--- src/hdl/mmblu_pkg.sv ---
package mmblu_pkg;

    localparam int INSTR_BYTES_DEF = 4096;
    localparam int DATA_BYTES_DEF  = 16384;
    localparam int NUM_REGS        = 8;
    localparam int CFG_AW          = 5;

    localparam logic [1:0] OP_READ  = 2'd0;
    localparam logic [1:0] OP_WRITE = 2'd1;
    localparam logic [1:0] OP_LOAD  = 2'd2;
    localparam logic [1:0] OP_FETCH = 2'd3;

    localparam logic [1:0] SZ_BYTE = 2'd0;
    localparam logic [1:0] SZ_HALF = 2'd1;
    localparam logic [1:0] SZ_WORD = 2'd2;

    localparam logic [1:0] ST_OK    = 2'd0;
    localparam logic [1:0] ST_DATA  = 2'd1;
    localparam logic [1:0] ST_FETCH = 2'd2;

    localparam logic [2:0] REG_INSTR_BASE = 3'd0;
    localparam logic [2:0] REG_DATA_BASE  = 3'd1;
    localparam logic [2:0] REG_GETC_WORD  = 3'd2;
    localparam logic [2:0] REG_GETC_HALF  = 3'd3;
    localparam logic [2:0] REG_GETC_BYTE  = 3'd4;
    localparam logic [2:0] REG_PUTC_WORD  = 3'd5;
    localparam logic [2:0] REG_PUTC_HALF  = 3'd6;
    localparam logic [2:0] REG_PUTC_BYTE  = 3'd7;

    typedef struct packed {
        logic [1:0]  op;
        logic [31:0] address;
        logic [1:0]  access_size;
        logic [31:0] write_data;
        logic [7:0]  console_char;
        logic        console_eof;
    } t_in_item;

    typedef struct packed {
        logic [31:0] read_data;
        logic [1:0]  status;
        logic [7:0]  out_char;
        logic        out_char_valid;
        logic        char_taken;
    } t_out_item;

    typedef enum logic [1:0] {
        K_DONE  = 2'd0,
        K_DATA  = 2'd1,
        K_INSTR = 2'd2
    } t_kind;

    // classified access handed from front to back
    typedef struct packed {
        t_kind       kind;
        logic        wr;
        logic [31:0] offset;
        logic [2:0]  nbytes;
        logic [31:0] wdata;
        t_out_item   res;
    } t_cmd;

endpackage

--- src/hdl/mmblu_front.sv ---
module mmblu_front #(
    parameter int INSTR_BYTES = mmblu_pkg::INSTR_BYTES_DEF,
    parameter int DATA_BYTES  = mmblu_pkg::DATA_BYTES_DEF
) (
    input  logic                 i_clk,
    input  logic                 i_rst_n,
    input  logic                 i_valid,
    output logic                 o_stall,
    input  mmblu_pkg::t_in_item  i_item,
    input  logic [31:0]          i_regs [mmblu_pkg::NUM_REGS],
    output logic                 o_cmd_valid,
    input  logic                 i_cmd_stall,
    output mmblu_pkg::t_cmd      o_cmd
);
    logic            r_valid;
    mmblu_pkg::t_cmd r_cmd;
    mmblu_pkg::t_cmd n_cmd;
    logic [31:0] doff, ioff;
    logic        in_data, in_instr, getc, putc, ok_d, ok_i;
    logic [32:0] dend, iend;
    logic [2:0]  n;

    always_comb begin
        doff = i_item.address - i_regs[mmblu_pkg::REG_DATA_BASE];
        ioff = i_item.address - i_regs[mmblu_pkg::REG_INSTR_BASE];
        in_data  = {1'b0, doff} < 33'(DATA_BYTES);
        in_instr = {1'b0, ioff} < 33'(INSTR_BYTES);
        unique case (i_item.access_size)
            mmblu_pkg::SZ_BYTE: n = 3'd1;
            mmblu_pkg::SZ_HALF: n = 3'd2;
            default:            n = 3'd4;
        endcase
        dend = {1'b0, doff} + 33'(n);
        iend = {1'b0, ioff} + 33'(n);
        ok_d = (i_item.access_size != 2'd3) && (dend <= 33'(DATA_BYTES));
        ok_i = (i_item.access_size != 2'd3) && (iend <= 33'(INSTR_BYTES));
        getc = (i_item.address == i_regs[mmblu_pkg::REG_GETC_WORD]
                    && i_item.access_size == mmblu_pkg::SZ_WORD)
            || (i_item.address == i_regs[mmblu_pkg::REG_GETC_HALF]
                    && i_item.access_size == mmblu_pkg::SZ_HALF)
            || (i_item.address == i_regs[mmblu_pkg::REG_GETC_BYTE]
                    && i_item.access_size == mmblu_pkg::SZ_BYTE);
        putc = (i_item.address == i_regs[mmblu_pkg::REG_PUTC_WORD]
                    && i_item.access_size == mmblu_pkg::SZ_WORD)
            || (i_item.address == i_regs[mmblu_pkg::REG_PUTC_HALF]
                    && i_item.access_size == mmblu_pkg::SZ_HALF)
            || (i_item.address == i_regs[mmblu_pkg::REG_PUTC_BYTE]
                    && i_item.access_size == mmblu_pkg::SZ_BYTE);

        n_cmd        = '0;
        n_cmd.kind   = mmblu_pkg::K_DONE;
        n_cmd.wdata  = i_item.write_data;
        n_cmd.nbytes = n;
        unique case (i_item.op)
            mmblu_pkg::OP_READ: begin
                priority if (getc) begin
                    if (i_item.console_eof) begin
                        n_cmd.res.read_data = '1;
                    end else begin
                        n_cmd.res.read_data  = {24'd0, i_item.console_char};
                        n_cmd.res.char_taken = 1'b1;
                    end
                end else if (in_data) begin
                    if (ok_d) begin
                        n_cmd.kind = mmblu_pkg::K_DATA;
                        n_cmd.offset = doff;
                    end else begin
                        n_cmd.res.status = mmblu_pkg::ST_DATA;
                    end
                end else if (in_instr) begin
                    if (ok_i) begin
                        n_cmd.kind = mmblu_pkg::K_INSTR;
                        n_cmd.offset = ioff;
                    end else begin
                        n_cmd.res.status = mmblu_pkg::ST_DATA;
                    end
                end else begin
                    n_cmd.res.status = mmblu_pkg::ST_DATA;
                end
            end
            mmblu_pkg::OP_WRITE: begin
                priority if (putc) begin
                    n_cmd.res.out_char = i_item.write_data[7:0];
                    n_cmd.res.out_char_valid = 1'b1;
                end else if (in_data && ok_d) begin
                    n_cmd.kind = mmblu_pkg::K_DATA;
                    n_cmd.wr = 1'b1;
                    n_cmd.offset = doff;
                end else begin
                    n_cmd.res.status = mmblu_pkg::ST_DATA;
                end
            end
            mmblu_pkg::OP_LOAD: begin
                if (in_instr) begin
                    n_cmd.kind = mmblu_pkg::K_INSTR;
                    n_cmd.wr = 1'b1;
                    n_cmd.nbytes = 3'd1;
                    n_cmd.offset = ioff;
                end
            end
            default: begin
                if (in_instr && ({1'b0, ioff} + 33'd4 <= 33'(INSTR_BYTES))) begin
                    n_cmd.kind = mmblu_pkg::K_INSTR;
                    n_cmd.nbytes = 3'd4;
                    n_cmd.offset = ioff;
                end else begin
                    n_cmd.res.status = mmblu_pkg::ST_FETCH;
                end
            end
        endcase
    end

    assign o_stall     = r_valid && i_cmd_stall;
    assign o_cmd_valid = r_valid;
    assign o_cmd       = r_cmd;

    always_ff @(posedge i_clk) begin
        if (!i_rst_n) begin
            r_valid <= 1'b0;
        end else if (!o_stall) begin
            r_valid <= i_valid;
        end
        if (!o_stall && i_valid) begin
            r_cmd <= n_cmd;
        end
    end
endmodule

--- config.mk ---
export PLATFORM = sky130hd
export DESIGN_NAME = mmblu_front
export DESIGN_NICKNAME = d
export VERILOG_FILES = /design/src/hdl/mmblu_pkg.sv /design/src/hdl/mmblu_front.sv
export SDC_FILE = /design/constraint.sdc
export NUM_CORES = 1
export LEC_CHECK = 0
export BUFFER_PORTS_ARGS = -buffer_cell sky130_fd_sc_hd__buf_2
export CAP_MARGIN = 20
export CORE_AREA = 2 2 176 178
export DETAILED_ROUTE_END_ITERATION = 7
export DIE_AREA = 0 0 178 180
export GPL_ROUTABILITY_DRIVEN = 0
export GPL_TIMING_DRIVEN = 0
export SLEW_MARGIN = 40
export SYNTH_ARGS = -nofsm -noshare
export SYNTH_HDL_FRONTEND = slang
export SYNTH_SLANG_ARGS = --single-unit
--- constraint.sdc ---
create_clock -name i_clk -period 7.4 [get_ports i_clk]
set_clock_uncertainty 0.15 [all_clocks]
set_input_delay 1.48 -clock i_clk [delete_from_list [all_inputs] [get_ports i_clk]]
set_output_delay 1.48 -clock i_clk [all_outputs]
set_load 0.03 [all_outputs]
; After elaboration in Yosys (flattened, before gate mapping)
; Index checks and enable logic that the tools add are counted.
[classes]
muxes = 32
n_lt_le_gt_ge = 5
add_sub_neg = 5
eq_ne = 11
n_reduce_logical = 22
[op_table]
columns = cell, count
row1 = 32-bit == test, 6
row2 = 32-bit two-way mux, 6
row3 = 32-bit one-hot mux with 3 select lines, 1
row4 = 35-bit two-way mux, 2
row5 = 32-bit by 3-bit adder with 33-bit output, 2
row6 = 33-bit by 13-bit less-or-equal comparator with 1-bit output (second input constant), 2
row7 = 32-bit subtractor, 2
row8 = 38-bit two-way mux, 1
row9 = 34-bit two-way mux, 1
row10 = 32-bit by 3-bit adder with 33-bit output (second input constant), 1
row11 = 33-bit by 15-bit less-or-equal comparator with 1-bit output (second input constant), 1
row12 = 32-bit by 13-bit less-than comparator with 1-bit output (second input constant), 1
row13 = 32-bit by 15-bit less-than comparator with 1-bit output (second input constant), 1
row14 = 2-bit two-way mux, 8
row15 = 1-bit logical AND, 12
row16 = 2-bit one-hot mux with 3 select lines, 2
row17 = 3-bit one-hot mux with 2 select lines, 2
row18 = 1-bit two-way mux, 8
row19 = 2-bit by 1-bit == test with 1-bit output (second input constant), 2
row20 = 2-bit == test (second input constant), 2
row21 = 2-bit zero test, 2
row22 = 1-bit logical OR, 4
row23 = 2-bit AND reduction, 2
row24 = 2-bit != test (second input constant), 1
row25 = other kinds (3), 3
[word_totals]
regBits = 115
input_bits = 337
out_inout_bits = 116

; Logic depth before layout (Yosys ltp)
; Gate-level depths: netlist (run 1).
[logic_depth]
word_depth = 10
mapped_depth = 19
depth_no_buf = 16

; Least setup slack after synthesis (run 1)
; OpenSTA, ideal clock, no wires.
[synth_timing]
path_kind = input-to-reg
startpoint = input i_cmd_stall
endpoint = register r_cmd, in the netlist o_cmd[0], enable pin
path_buffers = 0
t_required_ns = 6.700
slack_ns = 0.905
arrival_ns = 5.795
path_stages = 2
setup_time_ns = 0.550
cell_sequence = and2_1 nor2b_1
[synth_between]
elab_chain_len = 3
[synth_lines]
columns = element, line
row1 = from (decl), mmblu_front.sv:12  ; input logic i_cmd_stall,
row2 = 1-bit logical AND, mmblu_front.sv:113  ; assign o_stall = r_valid && i_cmd_stall;
row3 = 1-bit zero test, mmblu_front.sv:123  ; if (!o_stall && i_valid) begin
row4 = 1-bit logical AND, mmblu_front.sv:123
row5 = to (signal assigned), mmblu_front.sv:124  ; r_cmd <= n_cmd;
row6 = to (decl), mmblu_front.sv:16  ; mmblu_pkg::t_cmd r_cmd;
; Every way passes these cells.
; A chain may end at the register's enable or synchronous reset.

==> results by group, run 1 <==
Floorplanning
  – Die Ht: 180 µm
  – DIE AREA: 0.0320 mm²
  – I/O pins: 453
  – Starting Density: 0.374
  – Core Region: 0.0302 mm²
  – Rows: 64
  – Die X: 178 µm

Power and ir drop
  – Clock Power Share: 0.213
  – Seq pwr share: 0.296
  – Pwr/cell area: 144 mW/mm²
  – Worst IR Drop VDD: 0.0831 mV
  – Sw frac: 0.394
  – Tot Pwr: 0.00209 W
  – NetSw: 0.000824 W
  – LEAKAGE: 6.40 nW
  – P_int: 0.00127 W
  – Gate power share: 0.492

Detailed routing
  – Final wirelength: 44.1 mm
  – Antenna viol nets, final: 0
  – DRC viols: 0
  – Via count: 12000
  – Vias per cell: 5.39
  – Iter 0 DRT Violations: 956
  – Pre-Repair DR Iteration Count: 5
  – DR WL/cell: 19.7 µm

Timing
  – Part of the cycle the worst path needs: 0.902
  – Fin. Hold Viols: 0
  – FMAX: 150 MHz
  – Finish-stage setup viols: 0
  – Max-slew violations: 0
  – Final critical-path setup slack: 0.725 ns
  – Min Clock Period, post-route: 6.67 ns
  – RSZ-0062 raised after global routing: false
  – Slew of the pin with the lowest slew margin: 0.903 ns
  – Slew margin rel.: 0.398

Worst setup path
  – Worst Path Max Fanout: 10
  – Crit path top cell by count: a211oi_1
  – Critical-path cell list: clkbuf_1 -> inv_1 -> ha_1 -> nand2b_1 -> a211oi_1 -> o21ai_1 -> a211oi_1 -> a21oi_1 -> o41ai_1 -> xor2_1 -> nor4_2 -> and2_1 -> nand4_2 -> buf_6 -> o32ai_1
  – WS Path Type: primary input to flip-flop
  – Worst Setup End Kind: flip-flop
  – Worst EP arrival: 6.65 ns
  – Slowest stage delay, CP: 0.63 ns
  – Delay-heaviest family, CP: compound AO/OA/AOI/OAI gates
  – CP max stage cell: clkbuf_1
  – Startpoint types: primary input
  – Buf/Inv on CP: 3
  – Critical path required time: 7.37 ns

Clocking
  – H-tree Lvls: 3
  – CTS buffer count: 9
  – Clock Tree Root: clkbuf_16
  – TritonCTS clock tree: yes
  – Number of setup buffers added after CTS: 0
  – CTS clk-pin slew, worst paths: 0.06 ns
  – Deepest clock path buffer count: 2
  – Hold_buf cts: 0
  – CTS resizes: 0
  – Clk_lat worst skew: 0.33 ns
  – CTS sink cnt: 92

Worst hold path
  – Class of the most critical hold timing path: flip-flop to flip-flop

Flow run
  – Number of max-cap violations: 0

Synthesis
  – Dominant synthesized flop cell: edfxtp_1
  – Post-synth top area share: 0.242
  – FFs w/ async S/R, synth: 0
  – Most area-consuming cells after synthesis: edfxtp_1, xnor2_1, ha_1, xor2_1, nand4_1
  – Synth unique cells: 91
  – Synth Instances: 1348
  – #FFs+latches synth: 92
  – Sequential area share after synthesis: 0.244
  – Area leader, netlist: edfxtp_1
  – Synth warnings: 0
  – Post-Syn Area per Cell: 8.38 µm²
  – Post-synth EDFFs: 91
  – Post-synthesis instance area: 0.0113 mm²

Placed design
  – Detailed placement HPWL: 37.8 mm
  – Pre-CTS WS: 0.505 ns
  – Port Buf Inserts: 449

Finish
  – Most common cell after layout, fill and taps aside: buf_2
  – Layout overhead on the synthesized area: 28.8%
  – Most frequent cells in the layout: buf_2, xnor2_1, inv_1
  – Layout Nets: 2243
  – Fillers: 3018
  – Share of cells above drive strength 1: 0.296

Global routing
  – Total grt overflow: 0
  – Global-route wire length before repair: 65.1 mm
  – Initial antenna violation count: 2
  – Total track usage: 0.265
  – Largest net degree at the start of global routing: 25
  – Vias in the first global route: 11400

Status
  – Status: finished clean
==> area by class of cell <==
type	instances	area [µm²]	share of cell area
diodes	2	5.00	0.000344
plain buffers	98	497	0.0342
clock buffers	10	229	0.0158
clock inverters	5	53.8	0.00370
inverters	103	387	0.0266
multi-input cells	1072	7740	0.533
flip-flops and latches	92	2750	0.189
well taps	396	495	0.0341
repair buffers	454	2370	0.163
==> state kept, by name, indices dropped and copies added (netlist names) <==
name	cells
o_cmd_valid	1
o_cmd	91
==> cell usage after synthesis (11+ instances only) <==
master	count
nand3_1	27
inv_1	102
and2_1	17
nand2_1	78
o21ai_0	41
and3_1	12
nor3_1	24
buf_4	23
a21oi_1	78
or3_1	13
nand4_1	69
clkbuf_1	61
edfxtp_1	91
nor2_1	80
xor2_1	65
nor4_1	27
a31oi_1	14
xnor2_1	176
a211oi_1	17
o21ai_1	15
ha_1	72
o21a_1	11
o21bai_1	12
a21o_1	25
==> cells by family (layout without fill, tap and decap cells) <==
kind of cell,count (synthesis),in the layout,share of synthesized area
AO/OA/AOI/OAI,327,327,0.205
XOR/XNOR,242,242,0.188
adder cells (fa/ha/maj),76,76,0.0869
buffers and inverters,201,670,0.0781
flip-flops,92,92,0.244
multiplexers,9,9,0.00820
other,1,20,0.000332
AND/OR/NAND/NOR,400,400,0.190
==> power by group through the flow <==
stage	logic, W	clock network, W	registers (W)
after floorplan	0.000619	0	0.000694
after global placement	0.000989	0	0.000635
after detailed placement	0.00101	0	0.000630
after CTS	0.00102	0.000455	0.000619
after global routing	0.00112	0.000473	0.000621
final	0.00103	0.000445	0.000618
==> worst paths after layout <==
path,start,end,slack [ns],cells past startpoint
setup reg to reg,o_cmd_valid,o_cmd[113],5.52,5
setup / recovery,i_item[43],o_cmd[83],0.73,15
hold / removal,o_cmd_valid,o_cmd_valid,0.53,2
hold reg to reg,o_cmd_valid,o_cmd_valid,0.53,2
==> through the flow <==
step | instances | cell area, µm² | TNS, ns | util | hold slack, ns
after floorplan | 1365 | 11400 | 0 | - | 0.785
after CTS | 2230 | 14500 | 0 | 0.481 | 0.541
after global routing | 2231 | 14500 | 0 | 0.481 | 0.564
final | 2232 | 14500 | 0 | 0.482 | 0.530
after global placement | 2210 | 14100 | -78.97 | 0.467 | 0.461
after detailed placement | 2215 | 14200 | 0 | 0.472 | 0.528
==> per-layer routing <==
metal,routed length (µm),vias up,track usage,share of wire
li1,-,5841,-,-
met1,18100,5501,0.339,0.41
met2,20500,596,0.446,0.46
met3,3760,89,0.0374,0.085
met4,1730,0,0.107,0.039
met5,0,-,0,0
==> worst register-to-register path, delay by kind of cell, from the launching register on <==
kind | cells | cell delay, ns
buffers and inverters | 3 | 0.58
and+or+nand+nor | 2 | 0.55
DFF | 1 | 0.31
Power figures use the tool's default switching activity.
==> run 2, diff against run 1 <==
PLACE_DENSITY_LB_ADDON = 0.05   (was not set)
==> run 2 against run 1 <==
  * Total power up 2.3%
  * Cell area rose by 0.30%
  * First-iteration DRC count is 3.6% lower
  * Sequential cell count did not move
  * Cell count grew 0.27%
==> results by group, run 2 (synthesis gave the netlist of run 1 again) <==
Finish
  – Area of the multi-input gates: 0.00774 mm²
  – Layout Nets: 2244
  – Most frequent cells in the layout: buf_2, xnor2_1, inv_1
  – Share of cells above drive strength 1: 0.297
  – Non-filler instance count after layout: 2238
  – Final Util: 0.483
  – Number of flip-flops in the largest register: 91
  – Most common cell after layout, fill and taps aside: buf_2
  – Layout overhead on the synthesized area: 29.1%
  – Total area of sequential cells: 0.00275 mm²
  – Fillers: 3045

Clocking
  – CTS clk-pin slew, worst paths: 0.07 ns
  – Clock Tree Root: clkbuf_16
  – Clk_lat worst skew: 0.34 ns
  – Number of setup buffers added after CTS: 0
  – TritonCTS clock tree: yes
  – CTS buffer count: 9
  – CTS sink cnt: 92
  – Deepest clock path buffer count: 2
  – Hold_buf cts: 0
  – CTS resizes: 0
  – H-tree Lvls: 3

Detailed routing
  – DRC viols: 0
  – Via count: 12000
  – Iter 0 DRT Violations: 922
  – Pre-Repair DR Iteration Count: 5
  – Final wirelength: 46.1 mm
  – DR WL/cell: 20.6 µm
  – Antenna viol nets, final: 0
  – Vias per cell: 5.37

Worst setup path
  – Critical R2R Launch: o_cmd_valid
  – CP max stage cell: o311ai_1
  – WS Path Type: primary input to flip-flop
  – Crit path launch: i_item[43]
  – Worst Setup End Kind: flip-flop
  – Critical path required time: 7.38 ns
  – Critical path depth: 16
  – Worst reg2reg endpoint: o_cmd[89]
  – Worst R2R Setup Slack: 5.46 ns
  – Reg2reg path depth: 6
  – Slowest stage delay, CP: 0.70 ns
  – Delay-heaviest family, CP: simple AND/OR/NAND/NOR gates
  – Critical-path cell list: clkbuf_2 -> inv_1 -> ha_1 -> inv_1 -> fa_1 -> xnor2_1 -> inv_1 -> ha_1 -> a21o_1 -> nand4_1 -> or4_1 -> or4_1 -> o311ai_1 -> nand4_2 -> buf_6 -> o32ai_1
  – Worst Path Max Fanout: 10
  – Worst EP arrival: 6.39 ns
  – Worst setup path endpoint: o_cmd[83]
  – Buf/Inv on CP: 5
  – Crit path top cell by count: inv_1
  – Startpoint types: primary input

Floorplanning
  – Die Ht: 180 µm
  – Starting Density: 0.374
  – Die X: 178 µm
  – Core Region: 0.0302 mm²
  – I/O pins: 453
  – DIE AREA: 0.0320 mm²
  – Rows: 64

Timing
  – Min Clock Period, post-route: 6.41 ns
  – Slew of the pin with the lowest slew margin: 0.833 ns
  – Part of the cycle the worst path needs: 0.866
  – Max-slew violations: 0
  – Fin. Hold Viols: 0
  – Finish-stage setup viols: 0
  – FMAX: 156 MHz
  – Slew margin rel.: 0.445
  – RSZ-0062 raised after global routing: false

Power and ir drop
  – P_int: 0.00130 W
  – Gate power share: 0.482
  – LEAKAGE: 6.42 nW
  – Clock Power Share: 0.230
  – NetSw: 0.000833 W
  – Worst IR Drop VDD: 0.103 mV
  – Tot Pwr: 0.00214 W
  – Pwr/cell area: 147 mW/mm²
  – Sw frac: 0.390
  – Seq pwr share: 0.288

Flow run
  – Number of max-cap violations: 0

Global routing
  – Largest net degree at the start of global routing: 22
  – Global-route wire length before repair: 67.4 mm
  – Vias in the first global route: 11500
  – Total grt overflow: 0
  – Initial antenna violation count: 8
  – Total track usage: 0.276

Placed design
  – Placed cells: 2216
  – Port Buf Inserts: 449
  – Detailed placement HPWL: 39.4 mm

Worst hold path
  – Class of the most critical hold timing path: flip-flop to flip-flop
  – Beginning of the worst hold path: o_cmd_valid

Status
  – Status: finished clean
-- run 2: cell types whose count changed in the layout (fill, tap and decap cells not counted) --
| cell | delta |
|---|---|
| diode_2 | +4 |
| clkinv_1 | -2 |
| inv_6 | +2 |
| a211oi_1 | +1 |
| a211oi_2 | -1 |
| buf_16 | -1 |
| buf_6 | +1 |
| buf_8 | +1 |
| bufinv_16 | +1 |
-- run 2: layout make-up --
class,instances,share of cell area
clock buffers,10,0.0157
flip-flops and latches,92,0.189
well taps,396,0.0340
clock inverters,6,0.00644
repair buffers,455,0.163
plain buffers,98,0.0341
multi-input cells,1072,0.531
diodes,6,0.00103
inverters,103,0.0265
-- run 2: worst min path at each step --
stage	endpoint	slack (ns)	depth (start not counted)
detailed placement	o_cmd_valid	0.53	2
CTS	o_cmd_valid	0.55	2
floorplan	o_cmd_valid	0.79	2
finish	o_cmd_valid	0.54	2
global route	o_cmd_valid	0.59	2
global placement	o_cmd_valid	0.46	2
-- run 2: power groups by stage --
stage	Combinational [W]	Sequential, W	Clock (W)
global placement	0.000994	0.000633	0
global route	0.00112	0.000618	0.000522
detailed placement	0.00101	0.000627	0
finish	0.00103	0.000615	0.000493
CTS	0.00102	0.000616	0.000501
floorplan	0.000619	0.000694	0
-- run 2: stage by stage --
stage	hold slack, ns	instance area (µm²)	TNS [ns]	setup slack (ns)
floorplan	0.785	11400	0	0.905
global placement	0.465	14100	-75.40	-0.842
detailed placement	0.528	14200	0	0.366
CTS	0.548	14600	0	0.685
global route	0.585	14600	0	0.646
finish	0.540	14600	0	0.992
-- run 2: tightest hold or removal path, cell delays in order (launching register included) --
cell,delay (ns)
dfxtp_1,0.33
and2_1,0.21
o21a_1,0.13
-- run 2: per-layer routing --
layer / up-vias / global-route usage / share of wire
met2: 494 / 0.456 / 0.47
met4: 2 / 0.0980 / 0.034
met5: - / 0 / 0.00028
met3: 72 / 0.0451 / 0.077
met1: 5594 / 0.360 / 0.42
li1: 5848 / - / -
